**config.mk**
```make
export PLATFORM = sky130hd
export DESIGN_NAME = telemetry_frame_parser_crc8_core
export DESIGN_NICKNAME = d
export VERILOG_FILES = /design/src/hdl/tfpc8_pkg.sv /design/src/hdl/telemetry_frame_parser_crc8_core.sv /design/src/hdl/tfpc8_parser.sv /design/src/hdl/tfpc8_rsp_reg.sv
export SDC_FILE = /design/constraint.sdc
export NUM_CORES = 1
export LEC_CHECK = 0
export ABC_CLOCK_PERIOD_IN_PS = 4500
export BUFFER_PORTS_ARGS = -buffer_cell sky130_fd_sc_hd__clkbuf_2
export CORE_MARGIN = 1
export CORE_UTILIZATION = 45
export DETAILED_ROUTE_END_ITERATION = 10
export HOLD_SLACK_MARGIN = 0.08
export SKIP_LAST_GASP = 1
export SYNTH_ARGS = -nofsm -noshare
export SYNTH_HDL_FRONTEND = slang
export SYNTH_SLANG_ARGS = --single-unit
```
**constraint.sdc**
```tcl
create_clock -name clock -period 4.5 [get_ports clock]
set_clock_uncertainty 0.05 [all_clocks]
set_input_delay 0.9 -clock clock [delete_from_list [all_inputs] [get_ports clock]]
set_output_delay 0.9 -clock clock [all_outputs]
set_load 0.02 [all_outputs]
```
**src/hdl/tfpc8_pkg.sv**
```systemverilog
// Shared constants, types and the CRC-8 byte update for the frame parser.
package tfpc8_pkg;

   localparam int unsigned HEADER_BYTES = 10;
   localparam int unsigned MAX_PAYLOAD  = 255;

   localparam int unsigned LEN_W = 9;
   localparam logic [7:0]  CRC_POLY = 8'h07;

   localparam logic [15:0]      LEN_MIN    = 16'(HEADER_BYTES);
   localparam logic [15:0]      LEN_MAX    = 16'(HEADER_BYTES + MAX_PAYLOAD);
   localparam logic [LEN_W-1:0] LEN_MIN_S  = LEN_W'(HEADER_BYTES);
   localparam logic [LEN_W-1:0] LEN_MAX_S  = LEN_W'(HEADER_BYTES + MAX_PAYLOAD);

   // event codes
   localparam logic [1:0] EVT_NONE     = 2'd0;
   localparam logic [1:0] EVT_PAYLOAD  = 2'd1;
   localparam logic [1:0] EVT_CRC_GOOD = 2'd2;
   localparam logic [1:0] EVT_CRC_BAD  = 2'd3;

   // register indexes
   localparam logic [1:0] CSR_SYNC_VALUE   = 2'd0;
   localparam logic [1:0] CSR_TYPE_MASK    = 2'd1;
   localparam logic [1:0] CSR_TYPE_VERSION = 2'd2;

   localparam logic [7:0] SYNC_VALUE_RST   = 8'd60;
   localparam logic [7:0] TYPE_MASK_RST    = 8'd248;
   localparam logic [7:0] TYPE_VERSION_RST = 8'd32;

   typedef struct packed {
      logic [7:0] sync_value;
      logic [7:0] type_mask;
      logic [7:0] type_version;
   } csr_type;

   typedef struct packed {
      logic [1:0]       event_kind;
      logic [7:0]       payload_byte;
      logic [7:0]       payload_index;
      logic [7:0]       frame_type;
      logic [LEN_W-1:0] frame_length;
      logic [31:0]      object_id;
      logic [15:0]      instance_id;
   } result_type;

   // CRC-8, MSB first, no reflection, no final xor
   function automatic logic [7:0] crc8_next(input logic [7:0] crc, input logic [7:0] data);
      logic [7:0] v;
      v = crc ^ data;
      for (int b = 0; b < 8; b++) begin
         v = v[7] ? ((v << 1) ^ CRC_POLY) : (v << 1);
      end
      return v;
   endfunction

endpackage

```
**src/hdl/telemetry_frame_parser_crc8_core.sv**
```systemverilog
// Top level of the sync/length framed telemetry parser with CRC-8 check.
//
// Takes one received byte per req beat and returns exactly one rsp beat for
// it. The parser hunts for the sync byte, checks the masked type byte against
// the configured version, reads a little-endian 16-bit length (kept only if
// it lies in 10..265), a 32-bit object id and a 16-bit instance id, then
// passes payload bytes out with their index (event 1). The byte after the
// payload is compared against the CRC-8 (poly 0x07, init 0, MSB first) of all
// earlier frame bytes, sync included, giving event 2 (match) or 3 (mismatch)
// with the frame header fields. Everything else reports event 0 with zero
// fields. Rate: one beat per clock while req_ready is high (result register
// empty or draining). Each byte's parse step is a single pass of logic from
// the parser state registers into the result register, so rsp_valid rises
// in the cycle after accept. The user must write configuration registers
// (index 0 sync value, 1 type mask, 2 type version) via the csr port only
// while idle; the block does not enforce it; other indexes are ignored.
module telemetry_frame_parser_crc8_core (
   input  logic        clock,
   input  logic        reset,

   input  logic        csr_write_en,
   input  logic [1:0]  csr_index,
   input  logic [7:0]  csr_write_data,

   input  logic        req_valid,
   output logic        req_ready,
   input  logic [7:0]  req_rx_byte,

   output logic        rsp_valid,
   input  logic        rsp_ready,
   output logic [1:0]  rsp_event_kind,
   output logic [7:0]  rsp_payload_byte,
   output logic [7:0]  rsp_payload_index,
   output logic [7:0]  rsp_frame_type,
   output logic [8:0]  rsp_frame_length,
   output logic [31:0] rsp_object_id,
   output logic [15:0] rsp_instance_id
);
   import tfpc8_pkg::*;

   csr_type    csr_ff;
   csr_type    csr_in;
   logic       has_room;
   logic       beat;
   result_type result;
   result_type rsp_data;

   // config register file, plain write-only
   always_comb begin
      csr_in = csr_ff;
      if (csr_write_en) begin
         unique case (csr_index)
            CSR_SYNC_VALUE:   csr_in.sync_value   = csr_write_data;
            CSR_TYPE_MASK:    csr_in.type_mask    = csr_write_data;
            CSR_TYPE_VERSION: csr_in.type_version = csr_write_data;
            default:          csr_in = csr_ff;
         endcase
      end
   end

   always_ff @(posedge clock) begin
      if (reset) begin
         csr_ff.sync_value   <= SYNC_VALUE_RST;
         csr_ff.type_mask    <= TYPE_MASK_RST;
         csr_ff.type_version <= TYPE_VERSION_RST;
      end else begin
         csr_ff <= csr_in;
      end
   end

   // a req beat moves whenever the result register can take its answer
   assign req_ready = has_room;
   assign beat      = req_valid && has_room;

   tfpc8_parser u_parser (
      .clock      (clock),
      .reset      (reset),
      .csr        (csr_ff),
      .beat_valid (beat),
      .rx_byte    (req_rx_byte),
      .result     (result)
   );

   tfpc8_rsp_reg u_rsp_reg (
      .clock     (clock),
      .reset     (reset),
      .load      (beat),
      .result    (result),
      .rsp_ready (rsp_ready),
      .has_room  (has_room),
      .rsp_valid (rsp_valid),
      .rsp_data  (rsp_data)
   );

   assign rsp_event_kind    = rsp_data.event_kind;
   assign rsp_payload_byte  = rsp_data.payload_byte;
   assign rsp_payload_index = rsp_data.payload_index;
   assign rsp_frame_type    = rsp_data.frame_type;
   assign rsp_frame_length  = rsp_data.frame_length;
   assign rsp_object_id     = rsp_data.object_id;
   assign rsp_instance_id   = rsp_data.instance_id;

endmodule

```
**src/hdl/tfpc8_parser.sv**
```systemverilog
// Frame parse state machine: field capture, CRC accumulation and result build.
module tfpc8_parser (
   input  logic                 clock,
   input  logic                 reset,
   input  tfpc8_pkg::csr_type   csr,
   input  logic                 beat_valid,
   input  logic [7:0]           rx_byte,
   output tfpc8_pkg::result_type result
);
   import tfpc8_pkg::*;

   typedef enum logic [6:0] {
      PH_HUNT     = 7'b0000001,
      PH_TYPE     = 7'b0000010,
      PH_LENGTH   = 7'b0000100,
      PH_OBJECT   = 7'b0001000,
      PH_INSTANCE = 7'b0010000,
      PH_PAYLOAD  = 7'b0100000,
      PH_CRC      = 7'b1000000
   } phase_type;

   phase_type        phase_ff, phase_in;
   logic [7:0]       crc_ff, crc_in;
   logic [7:0]       cnt_ff, cnt_in;
   logic [7:0]       type_ff, type_in;
   logic [LEN_W-1:0] len_ff, len_in;
   logic [31:0]      obj_ff, obj_in;
   logic [15:0]      inst_ff, inst_in;

   logic [15:0]      full_len;
   logic [LEN_W-1:0] cnt_next;
   logic [LEN_W-1:0] data_len;

   assign full_len = {rx_byte, len_ff[7:0]};
   assign cnt_next = {1'b0, cnt_ff} + LEN_W'(1);
   assign data_len = len_ff - LEN_MIN_S;

   always_comb begin
      phase_in = phase_ff;
      crc_in   = crc_ff;
      cnt_in   = cnt_ff;
      type_in  = type_ff;
      len_in   = len_ff;
      obj_in   = obj_ff;
      inst_in  = inst_ff;
      result   = '0;
      if (beat_valid) begin
         unique case (phase_ff)
            PH_TYPE: begin
               crc_in = crc8_next(crc_ff, rx_byte);
               if ((rx_byte & csr.type_mask) == csr.type_version) begin
                  type_in  = rx_byte;
                  cnt_in   = '0;
                  phase_in = PH_LENGTH;
               end else begin
                  phase_in = PH_HUNT;
               end
            end
            PH_LENGTH: begin
               crc_in = crc8_next(crc_ff, rx_byte);
               if (cnt_ff == 8'd0) begin
                  len_in = {1'b0, rx_byte};
                  cnt_in = 8'd1;
               end else if (full_len < LEN_MIN || full_len > LEN_MAX) begin
                  phase_in = PH_HUNT;
               end else begin
                  len_in   = full_len[LEN_W-1:0];
                  cnt_in   = '0;
                  phase_in = PH_OBJECT;
               end
            end
            PH_OBJECT: begin
               crc_in = crc8_next(crc_ff, rx_byte);
               obj_in[8*cnt_ff[1:0] +: 8] = rx_byte;
               if (cnt_ff[1:0] == 2'd3) begin
                  cnt_in   = '0;
                  phase_in = PH_INSTANCE;
               end else begin
                  cnt_in = cnt_ff + 8'd1;
               end
            end
            PH_INSTANCE: begin
               crc_in = crc8_next(crc_ff, rx_byte);
               if (cnt_ff == 8'd0) begin
                  inst_in[7:0] = rx_byte;
                  cnt_in       = 8'd1;
               end else begin
                  inst_in[15:8] = rx_byte;
                  cnt_in        = '0;
                  // header-only frame goes straight to the CRC byte
                  phase_in = (len_ff == LEN_MIN_S) ? PH_CRC : PH_PAYLOAD;
               end
            end
            PH_PAYLOAD: begin
               crc_in               = crc8_next(crc_ff, rx_byte);
               result.event_kind    = EVT_PAYLOAD;
               result.payload_byte  = rx_byte;
               result.payload_index = cnt_ff;
               if (cnt_next >= data_len) begin
                  cnt_in   = '0;
                  phase_in = PH_CRC;
               end else begin
                  cnt_in = cnt_ff + 8'd1;
               end
            end
            PH_CRC: begin
               result.event_kind   = (rx_byte == crc_ff) ? EVT_CRC_GOOD : EVT_CRC_BAD;
               result.frame_type   = type_ff;
               result.frame_length = len_ff;
               result.object_id    = obj_ff;
               result.instance_id  = inst_ff;
               phase_in            = PH_HUNT;
            end
            default: begin
               phase_in = PH_HUNT;
               if (rx_byte == csr.sync_value) begin
                  crc_in   = crc8_next(8'h00, rx_byte);
                  phase_in = PH_TYPE;
               end
            end
         endcase
      end
   end

   always_ff @(posedge clock) begin
      if (reset) begin
         phase_ff <= PH_HUNT;
         cnt_ff   <= '0;
      end else begin
         phase_ff <= phase_in;
         cnt_ff   <= cnt_in;
      end
   end

   always_ff @(posedge clock) begin
      crc_ff  <= crc_in;
      type_ff <= type_in;
      len_ff  <= len_in;
      obj_ff  <= obj_in;
      inst_ff <= inst_in;
   end

   a_crc_ends_frame: assert property (@(posedge clock) disable iff (reset)
      (beat_valid && phase_ff == PH_CRC) |=> (phase_ff == PH_HUNT))
      else $error("parser did not return to hunt after CRC byte");

   a_len_in_range: assert property (@(posedge clock) disable iff (reset)
      (phase_ff == PH_OBJECT || phase_ff == PH_INSTANCE ||
       phase_ff == PH_PAYLOAD || phase_ff == PH_CRC)
      |-> (len_ff >= LEN_MIN_S && len_ff <= LEN_MAX_S))
      else $error("frame length out of range past length check");

   a_index_bound: assert property (@(posedge clock) disable iff (reset)
      (phase_ff == PH_PAYLOAD) |-> (cnt_next <= data_len))
      else $error("payload index past data length");

   a_empty_frame: assert property (@(posedge clock) disable iff (reset)
      (beat_valid && phase_ff == PH_INSTANCE && cnt_ff != 8'd0 && len_ff == LEN_MIN_S)
      |=> (phase_ff == PH_CRC))
      else $error("header-only frame did not skip payload");

endmodule

```
**src/hdl/tfpc8_rsp_reg.sv**
```systemverilog
// Result register with its valid flag; frees up when the sink takes the beat.
module tfpc8_rsp_reg (
   input  logic                  clock,
   input  logic                  reset,
   input  logic                  load,
   input  tfpc8_pkg::result_type result,
   input  logic                  rsp_ready,
   output logic                  has_room,
   output logic                  rsp_valid,
   output tfpc8_pkg::result_type rsp_data
);
   import tfpc8_pkg::*;

   logic       valid_ff, valid_in;
   result_type data_ff;

   assign has_room = !valid_ff || rsp_ready;
   assign valid_in = load || (valid_ff && !rsp_ready);

   always_ff @(posedge clock) begin
      if (reset) begin
         valid_ff <= 1'b0;
      end else begin
         valid_ff <= valid_in;
      end
   end

   always_ff @(posedge clock) begin
      if (load) begin
         data_ff <= result;
      end
   end

   assign rsp_valid = valid_ff;
   assign rsp_data  = data_ff;

endmodule

```
==> summary.txt, run 1 <==
Run
  – Max_cap viols: 0

CTS
  – Clock transition at path regs: 70 ps
  – Clock latency at the later pin of the worst-skew pair: 430 ps
  – CTS tree: done
  – Post-CTS Setup Bufs: 0
  – Clock Path Buffers: 2
  – CTS resizes: 0
  – Cts bufs inserted: 17
  – Clock sinks: 196
  – H-tree levels: 4
  – # hold bufs at CTS: 0
  – Clock root buffer: clkbuf_16

Setup path
  – Crit end category: flip-flop
  – Reg2reg path depth: 11
  – Startpoint types: flip-flop
  – R2R Setup Slk: 1140 ps
  – Critical path's top delay family: simple AND/OR/NAND/NOR gates
  – Critical path, cell by cell: ha_1 > nand3_1 > o21ai_0 > nand2_1 > ha_1 > and4_1 > o2111ai_1 > o2111ai_2 > nand4b_1 > or3_1 > a21oi_1
  – CP Class: flip-flop to flip-flop
  – RR Endpoint: u_parser.phase_ff[3]$_SDFFE_PP0P_
  – Worst path max stage delay: 570 ps
  – CP max FO: 12
  – Worst r2r src: u_parser.cnt_ff[0]$_SDFFE_PP0P_
  – Req. time, crit path: 4800 ps
  – CP bufs+invs: 0
  – Worst EP arrival: 3670 ps
  – Slowest library cell on the worst path: dfxtp_1
  – Most used cell, CP: ha_1

Timing
  – Slew margin rel.: 24.6%
  – Final setup viols: 0
  – Setup ws final: 1140 ps
  – Max Clk Rate: 297 MHz
  – Fin. Hold Viols: 0
  – Fin crit share: 74.8%
  – Setup TNS: 0 ps
  – Max-slew violations: 0
  – Worst-margin pin slew: 1130 ps
  – Minimum clock period: 3360 ps
  – RSZ-0062 raised after global routing: no

Final layout
  – Area Growth Syn to Fin: 15.9%
  – Commonest cells after routing, fill and taps aside: 156 x edfxtp_1, 112 x and2_1, 107 x clkbuf_2, 45 x nand2_1, 40 x dfxtp_1
  – FILL cells: 1602
  – Share of cells above drive strength 1: 20.8%
  – Core Util, Final: 53.2%
  – Layout Nets: 826
  – Commonest non-fill, non-tap cell in the layout: edfxtp_1

Floorplanning
  – Area of the die: 0.0197 mm2
  – Initial Util: 45.9%
  – Core area: 0.0188 mm2
  – Chip Height: 140 um
  – Floorplan row count: 50
  – Top Ports: 108
  – Die X: 140 um

Synthesis
  – Cell Area, Synth: 0.00862 mm2
  – Sequential area share after synthesis: 63.6%
  – Mapped Nets: 715
  – Dominant synthesized flop cell: edfxtp_1
  – Cells after Synth: 666
  – FFs w/ async S/R, synth: 0%
  – Synth Warn #: 0
  – Syn Area/Cell: 12.9 um2
  – Number of flops mapped to enable cells by yosys: 156
  – Synth Register Bits: 196
  – Distinct cells, synth: 54

Min path
  – Min-Delay Endpoint: csr_ff[9]$_SDFFE_PP0P_
  – Hold Path Depth: 2
  – Worst min path class: flip-flop to flip-flop
  – Hold path start: csr_ff[9]$_SDFFE_PP0P_

Place
  – Detailed placer's ending HPWL: 12500 um
  – Dpl ws: 1170 ps
  – RD Place Congestion: 0.862
  – PortBufs: 107

Global routing
  – First-pass GRT wire length: 29200 um
  – GRT Overall Usage: 19.8%
  – Largest net degree at the start of global routing: 70
  – Initial antenna violation count: 0
  – GR Overflow Total: 0
  – Number of global-route vias before repair: 5303

Route
  – Vias: 5487
  – DR vias/cell: 5.36
  – Drt pass-1 iters: 5
  – Routed wire length: 18500 um
  – DR DRC count: 0
  – 1st-iter DRT viols: 317
  – DR WL/cell: 18.0 um
  – Detail Route Antenna Nets: 0

Power and ir drop
  – P per Cell Area: 370 mW/mm2
  – Total Power: 3700 uW
  – Leak: 0.00389 uW
  – Worst vdd ir: 0.269 mV

Outcome
  – Status: finished clean
-- report_power, final --
part	switching, uW	internal, uW	leakage [uW]	total [uW]
Clock	685	770	0.000257	1450
Combinational	158	77.8	0.00185	235
Sequential	16.4	1990	0.00179	2010
-- metrics by stage --
step | cell area [um2] | std cells | hold WS, ps
floorplan | 8620 | 666 | 387
global placement | 9440 | 992 | 399
detailed placement | 9440 | 992 | 419
CTS | 9990 | 1023 | 428
global route | 9990 | 1023 | 464
finish | 9990 | 1024 | 426
-- synthesized netlist by cell type (4+ instances only) --
| master | count | area (um2) |
|---|---|---|
| edfxtp_1 | 156 | 4680 |
| and2_1 | 112 | 701 |
| nand2_1 | 45 | 169 |
| dfxtp_1 | 40 | 801 |
| xnor2_1 | 34 | 298 |
| nor2_1 | 29 | 109 |
| ha_1 | 26 | 325 |
| xor2_1 | 23 | 201 |
| a21oi_1 | 22 | 110 |
| clkbuf_1 | 21 | 78.8 |
| inv_1 | 14 | 52.6 |
| mux2i_1 | 11 | 110 |
| and3_1 | 10 | 62.6 |
| nand3b_1 | 9 | 67.6 |
| nor4_1 | 9 | 56.3 |
| a211o_1 | 8 | 70.1 |
| nor3_1 | 8 | 40.0 |
| a211oi_1 | 7 | 52.6 |
| nor2b_1 | 6 | 37.5 |
| nor3b_1 | 6 | 45.0 |
| a21o_1 | 5 | 37.5 |
| buf_2 | 5 | 25.0 |
| nand3_1 | 5 | 25.0 |
| o21ai_0 | 5 | 25.0 |
| nand4b_1 | 4 | 35.0 |
-- flip-flops by register name (all words and copies together), names as in the netlist --
name,count
u_rsp_reg.rsp_data,83
u_parser.type_ff,8
csr_ff,24
u_parser.obj_ff,32
u_parser.len_ff,9
u_parser.inst_ff,16
u_rsp_reg.rsp_valid,1
u_parser.crc_ff,8
u_parser.phase_ff,7
u_parser.cnt_ff,8
-- cell type report --
cell class	instances	area, um2	share of cell area (%)
antenna	1	2.50	0.0250
clock buffer	18	429	4.30
clock inverter	13	125	1.25
inverter	15	57.6	0.576
multi-input combinational	426	2960	29.6
sequential	196	5490	54.9
tap	234	293	2.93
timing repair buffer	121	641	6.41
-- worst max-delay path by stage --
stage | cells past startpoint | endpoint | start | slack, ps
floorplan | 6 | u_parser.phase_ff[3]$_SDFFE_PP0P_ | rsp_ready | 210
global placement | 11 | u_parser.phase_ff[3]$_SDFFE_PP0P_ | u_parser.cnt_ff[0]$_SDFFE_PP0P_ | 1280
detailed placement | 11 | u_parser.phase_ff[3]$_SDFFE_PP0P_ | u_parser.cnt_ff[0]$_SDFFE_PP0P_ | 1170
CTS | 11 | u_parser.phase_ff[3]$_SDFFE_PP0P_ | u_parser.cnt_ff[0]$_SDFFE_PP0P_ | 1150
global route | 11 | u_parser.phase_ff[3]$_SDFFE_PP0P_ | u_parser.cnt_ff[0]$_SDFFE_PP0P_ | 850
finish | 11 | u_parser.phase_ff[3]$_SDFFE_PP0P_ | u_parser.cnt_ff[0]$_SDFFE_PP0P_ | 1140
-- worst reg2reg max path: cells and delay by family, from the launching register on --
kind,cells,cell delay [ps]
simple gates,5,1250
flops,1,570
fa+ha+maj,2,580
compound gates,4,860
-- kinds of logic after synthesis --
family	after synthesis	share of synthesized area, %
fa+ha+maj	26	3.77
xor+xnor	57	5.79
mux	11	1.28
buf+inv	44	2.07
flops	196	63.6
simple gates	263	17.8
compound gates	69	5.64
-- per-layer routing --
metal	part of all wire, %	vias to the layer above	GRT usage, %
met5	0	-	0
met4	2.3	0	8.56
met3	4.1	35	3.62
met2	49	182	32.8
met1	45	2681	25.5
li1	-	2589	-
(Power assumes the default switching activity.)
==> run 2: changes to the inputs <==
- ABC_CLOCK_PERIOD_IN_PS: 4500 -> 3200
- clock period: 4.5 -> 3.2 ns (I/O delays scaled with it)
==> run 2 against run 1 <==
- sequential share of layout area decreased by 0.78 points
- critical path depth rose by 2
- global-route usage about the same
- core utilization rose by 0.77 points
- non-clock buffer count is 17 higher
- first-iteration DRC count grew 2.8%
- worst setup slack lost 900 ps
- sequential cell count unchanged
- critical path type unchanged
- highest routed layer unchanged
==> summary.txt, run 2 (synthesis gave the netlist of run 1 again) <==
CTS
  – Cts bufs inserted: 17 (unchanged)
  – Clock root buffer: clkbuf_16
  – Clock sinks: 196 (unchanged)
  – Post-CTS Setup Bufs: 0 (unchanged)
  – Clock Path Buffers: 2 (unchanged)
  – CTS resizes: 0 (unchanged)
  – Clock latency at the later pin of the worst-skew pair: 430 ps (about the same)
  – Clock transition at path regs: 70 ps (about the same)
  – H-tree levels: 4 (unchanged)
  – CTS tree: done
  – # hold bufs at CTS: 0 (unchanged)

Route
  – DR DRC count: 0 (unchanged)
  – DR WL/cell: 17.7 um (-1.6%)
  – DR vias/cell: 5.24 (-2.1%)
  – Drt pass-1 iters: 6 (+1)
  – Routed wire length: 18400 um (about the same)
  – Vias: 5454 (-0.60%)
  – 1st-iter DRT viols: 326 (+2.8%)
  – Detail Route Antenna Nets: 0 (unchanged)

Floorplanning
  – Top Ports: 108 (unchanged)
  – Die X: 140 um (unchanged)
  – Chip Height: 140 um (unchanged)
  – Floorplan row count: 50 (unchanged)
  – Core area: 0.0188 mm2 (unchanged)
  – Area of the die: 0.0197 mm2 (unchanged)
  – Initial Util: 45.9% (unchanged)

Final layout
  – FILL cells: 1596 (-0.37%)
  – Area occupied by multi-input gates: 0.00297 mm2 (+0.51%)
  – Commonest cells after routing, fill and taps aside: 156 x edfxtp_1, 112 x and2_1, 107 x clkbuf_2, 44 x nand2_1, 40 x dfxtp_1
  – Sequential cell area: 0.00549 mm2 (unchanged)
  – Share of cells above drive strength 1: 22.7% (+1.9 points)
  – Area Growth Syn to Fin: 17.5%
  – Ant. Diodes: 0 (-1)
  – Final Cell Area: 0.0101 mm2 (+1.4%)
  – Commonest non-fill, non-tap cell in the layout: edfxtp_1
  – Number of flip-flops under the largest register name: 83 (unchanged)
  – Layout Nets: 843 (+2.1%)

Setup path
  – Reg2reg path depth: 13 (+2)
  – Crit end category: flip-flop
  – Req. time, crit path: 3510 ps (-1290 ps)
  – Most used cell, CP: ha_1
  – Critical path's top delay family: simple AND/OR/NAND/NOR gates
  – Worst r2r src: u_parser.len_ff[2]$_DFFE_PP_
  – RR Endpoint: u_parser.phase_ff[3]$_SDFFE_PP0P_
  – CP bufs+invs: 2 (+2)
  – Startpoint types: flip-flop
  – CP max FO: 7 (-5)
  – Worst path depth: 13 (+2)
  – Critical path, cell by cell: inv_1 > ha_1 > nor2b_1 > nor4_1 > xnor2_1 > ha_1 > and4_1 > o2111ai_1 > o2111ai_2 > nand4b_1 > buf_4 > or3_1 > a21oi_1
  – Worst EP arrival: 3280 ps (-390 ps)
  – Worst path max stage delay: 450 ps (-120 ps)
  – Slowest library cell on the worst path: edfxtp_1
  – R2R Setup Slk: 240 ps (-900 ps)
  – CP Class: flip-flop to flip-flop

Place
  – Dpl cell area: 0.00957 mm2 (+1.4%)
  – Detailed placer's ending HPWL: 12900 um (+2.7%)
  – RD Place Congestion: 0.845 (-2.0%)
  – PortBufs: 107 (unchanged)

Global routing
  – GRT Overall Usage: 19.8% (about the same)
  – Met3 GRT Util: 3.45% (-0.17 points)
  – First-pass GRT wire length: 29300 um (about the same)
  – Met1 global-route usage: 25.7% (+0.26 points)
  – Initial antenna violation count: 0 (unchanged)
  – Number of global-route vias before repair: 5330 (+0.51%)
  – Largest net degree at the start of global routing: 44 (-37%)
  – GR Overflow Total: 0 (unchanged)
  – Met2 Use GR: 32.9% (+0.11 points)
  – GRT busiest layer: met2

Power and ir drop
  – P per Cell Area: 515 mW/mm2 (+39%)
  – Total Power: 5220 uW (+41%)
  – Worst vdd ir: 0.373 mV (+39%)
  – Leak: 0.00402 uW (+3.3%)

Outcome
  – Status: finished clean

Min path
  – Worst min path class: input port to flip-flop
  – Min-Delay Endpoint: csr_ff[21]$_SDFFE_PP1P_
  – Hold path start: csr_write_data[5]
  – Hold Path Depth: 2 (unchanged)

Timing
  – Setup TNS: 0 ps (unchanged)
  – Max-slew violations: 0 (unchanged)
  – RSZ-0062 raised after global routing: no
  – Fin crit share: 92.6% (+18 points)
  – Worst-margin pin slew: 886 ps (-245 ps)
  – Slew margin rel.: 40.8% (+16 points)
  – Final setup viols: 0 (unchanged)
  – Max Clk Rate: 337 MHz (+14%)
  – Fin. Hold Viols: 0 (unchanged)
  – Minimum clock period: 2960 ps (-401 ps)

Run
  – Max_cap viols: 0 (unchanged)
run 2: cell types whose count changed in the layout (fill, tap and decap cells not counted):
cell        delta
clkinv_4       +1
nand2b_4       +1
inv_6          -1
buf_4         +17
diode_2        -1
nand2_4        +1
nand2_1        -1
clkinvlp_4     -1
nand2b_1       -1
inv_8          +1
run 2: cell type report:
cell class                      instances  area share (%)
Clock buffer                           18            4.23
Clock inverter                         13            1.25
Timing Repair Buffer                  138            7.58
Multi-Input combinational cell        426            29.3
Sequential cell                       196            54.1
Tap cell                              234            2.89
Inverter                               15           0.593
run 2: how the worst max path moves through the flow:
stage / from / to
global placement: u_parser.len_ff[2]$_DFFE_PP_ / u_parser.phase_ff[3]$_SDFFE_PP0P_
finish: u_parser.len_ff[2]$_DFFE_PP_ / u_parser.phase_ff[3]$_SDFFE_PP0P_
global route: u_parser.len_ff[2]$_DFFE_PP_ / u_parser.phase_ff[3]$_SDFFE_PP0P_
floorplan: rsp_ready / u_parser.phase_ff[0]$_SDFFE_PP1P_
detailed placement: u_parser.len_ff[2]$_DFFE_PP_ / u_parser.phase_ff[3]$_SDFFE_PP0P_
CTS: u_parser.len_ff[2]$_DFFE_PP_ / u_parser.phase_ff[3]$_SDFFE_PP0P_
run 2: metal layers:
metal	vias to the layer above	wire, um
met1	2606	8310
met2	195	8900
li1	2623	-
met4	0	351
met5	-	0
met3	30	882
run 2: through the flow:
stage / setup slack (ps) / std cells / hold WS [ps] / util (%)
global placement: 238 / 1007 / 398 / 51.0
global route: 14.2 / 1040 / 401 / 54.0
floorplan: 25.4 / 666 / 387 / -
finish: 236 / 1040 / 409 / 54.0
detailed placement: 120 / 1007 / 399 / 51.0
CTS: 96.8 / 1038 / 390 / 53.9
run 2: where the power goes:
part	switching [uW]	leakage (uW)	internal [uW]	total, uW
Sequential	22.7	0.00182	2800	2820
Combinational	226	0.00193	118	344
Clock	964	0.000266	1080	2050
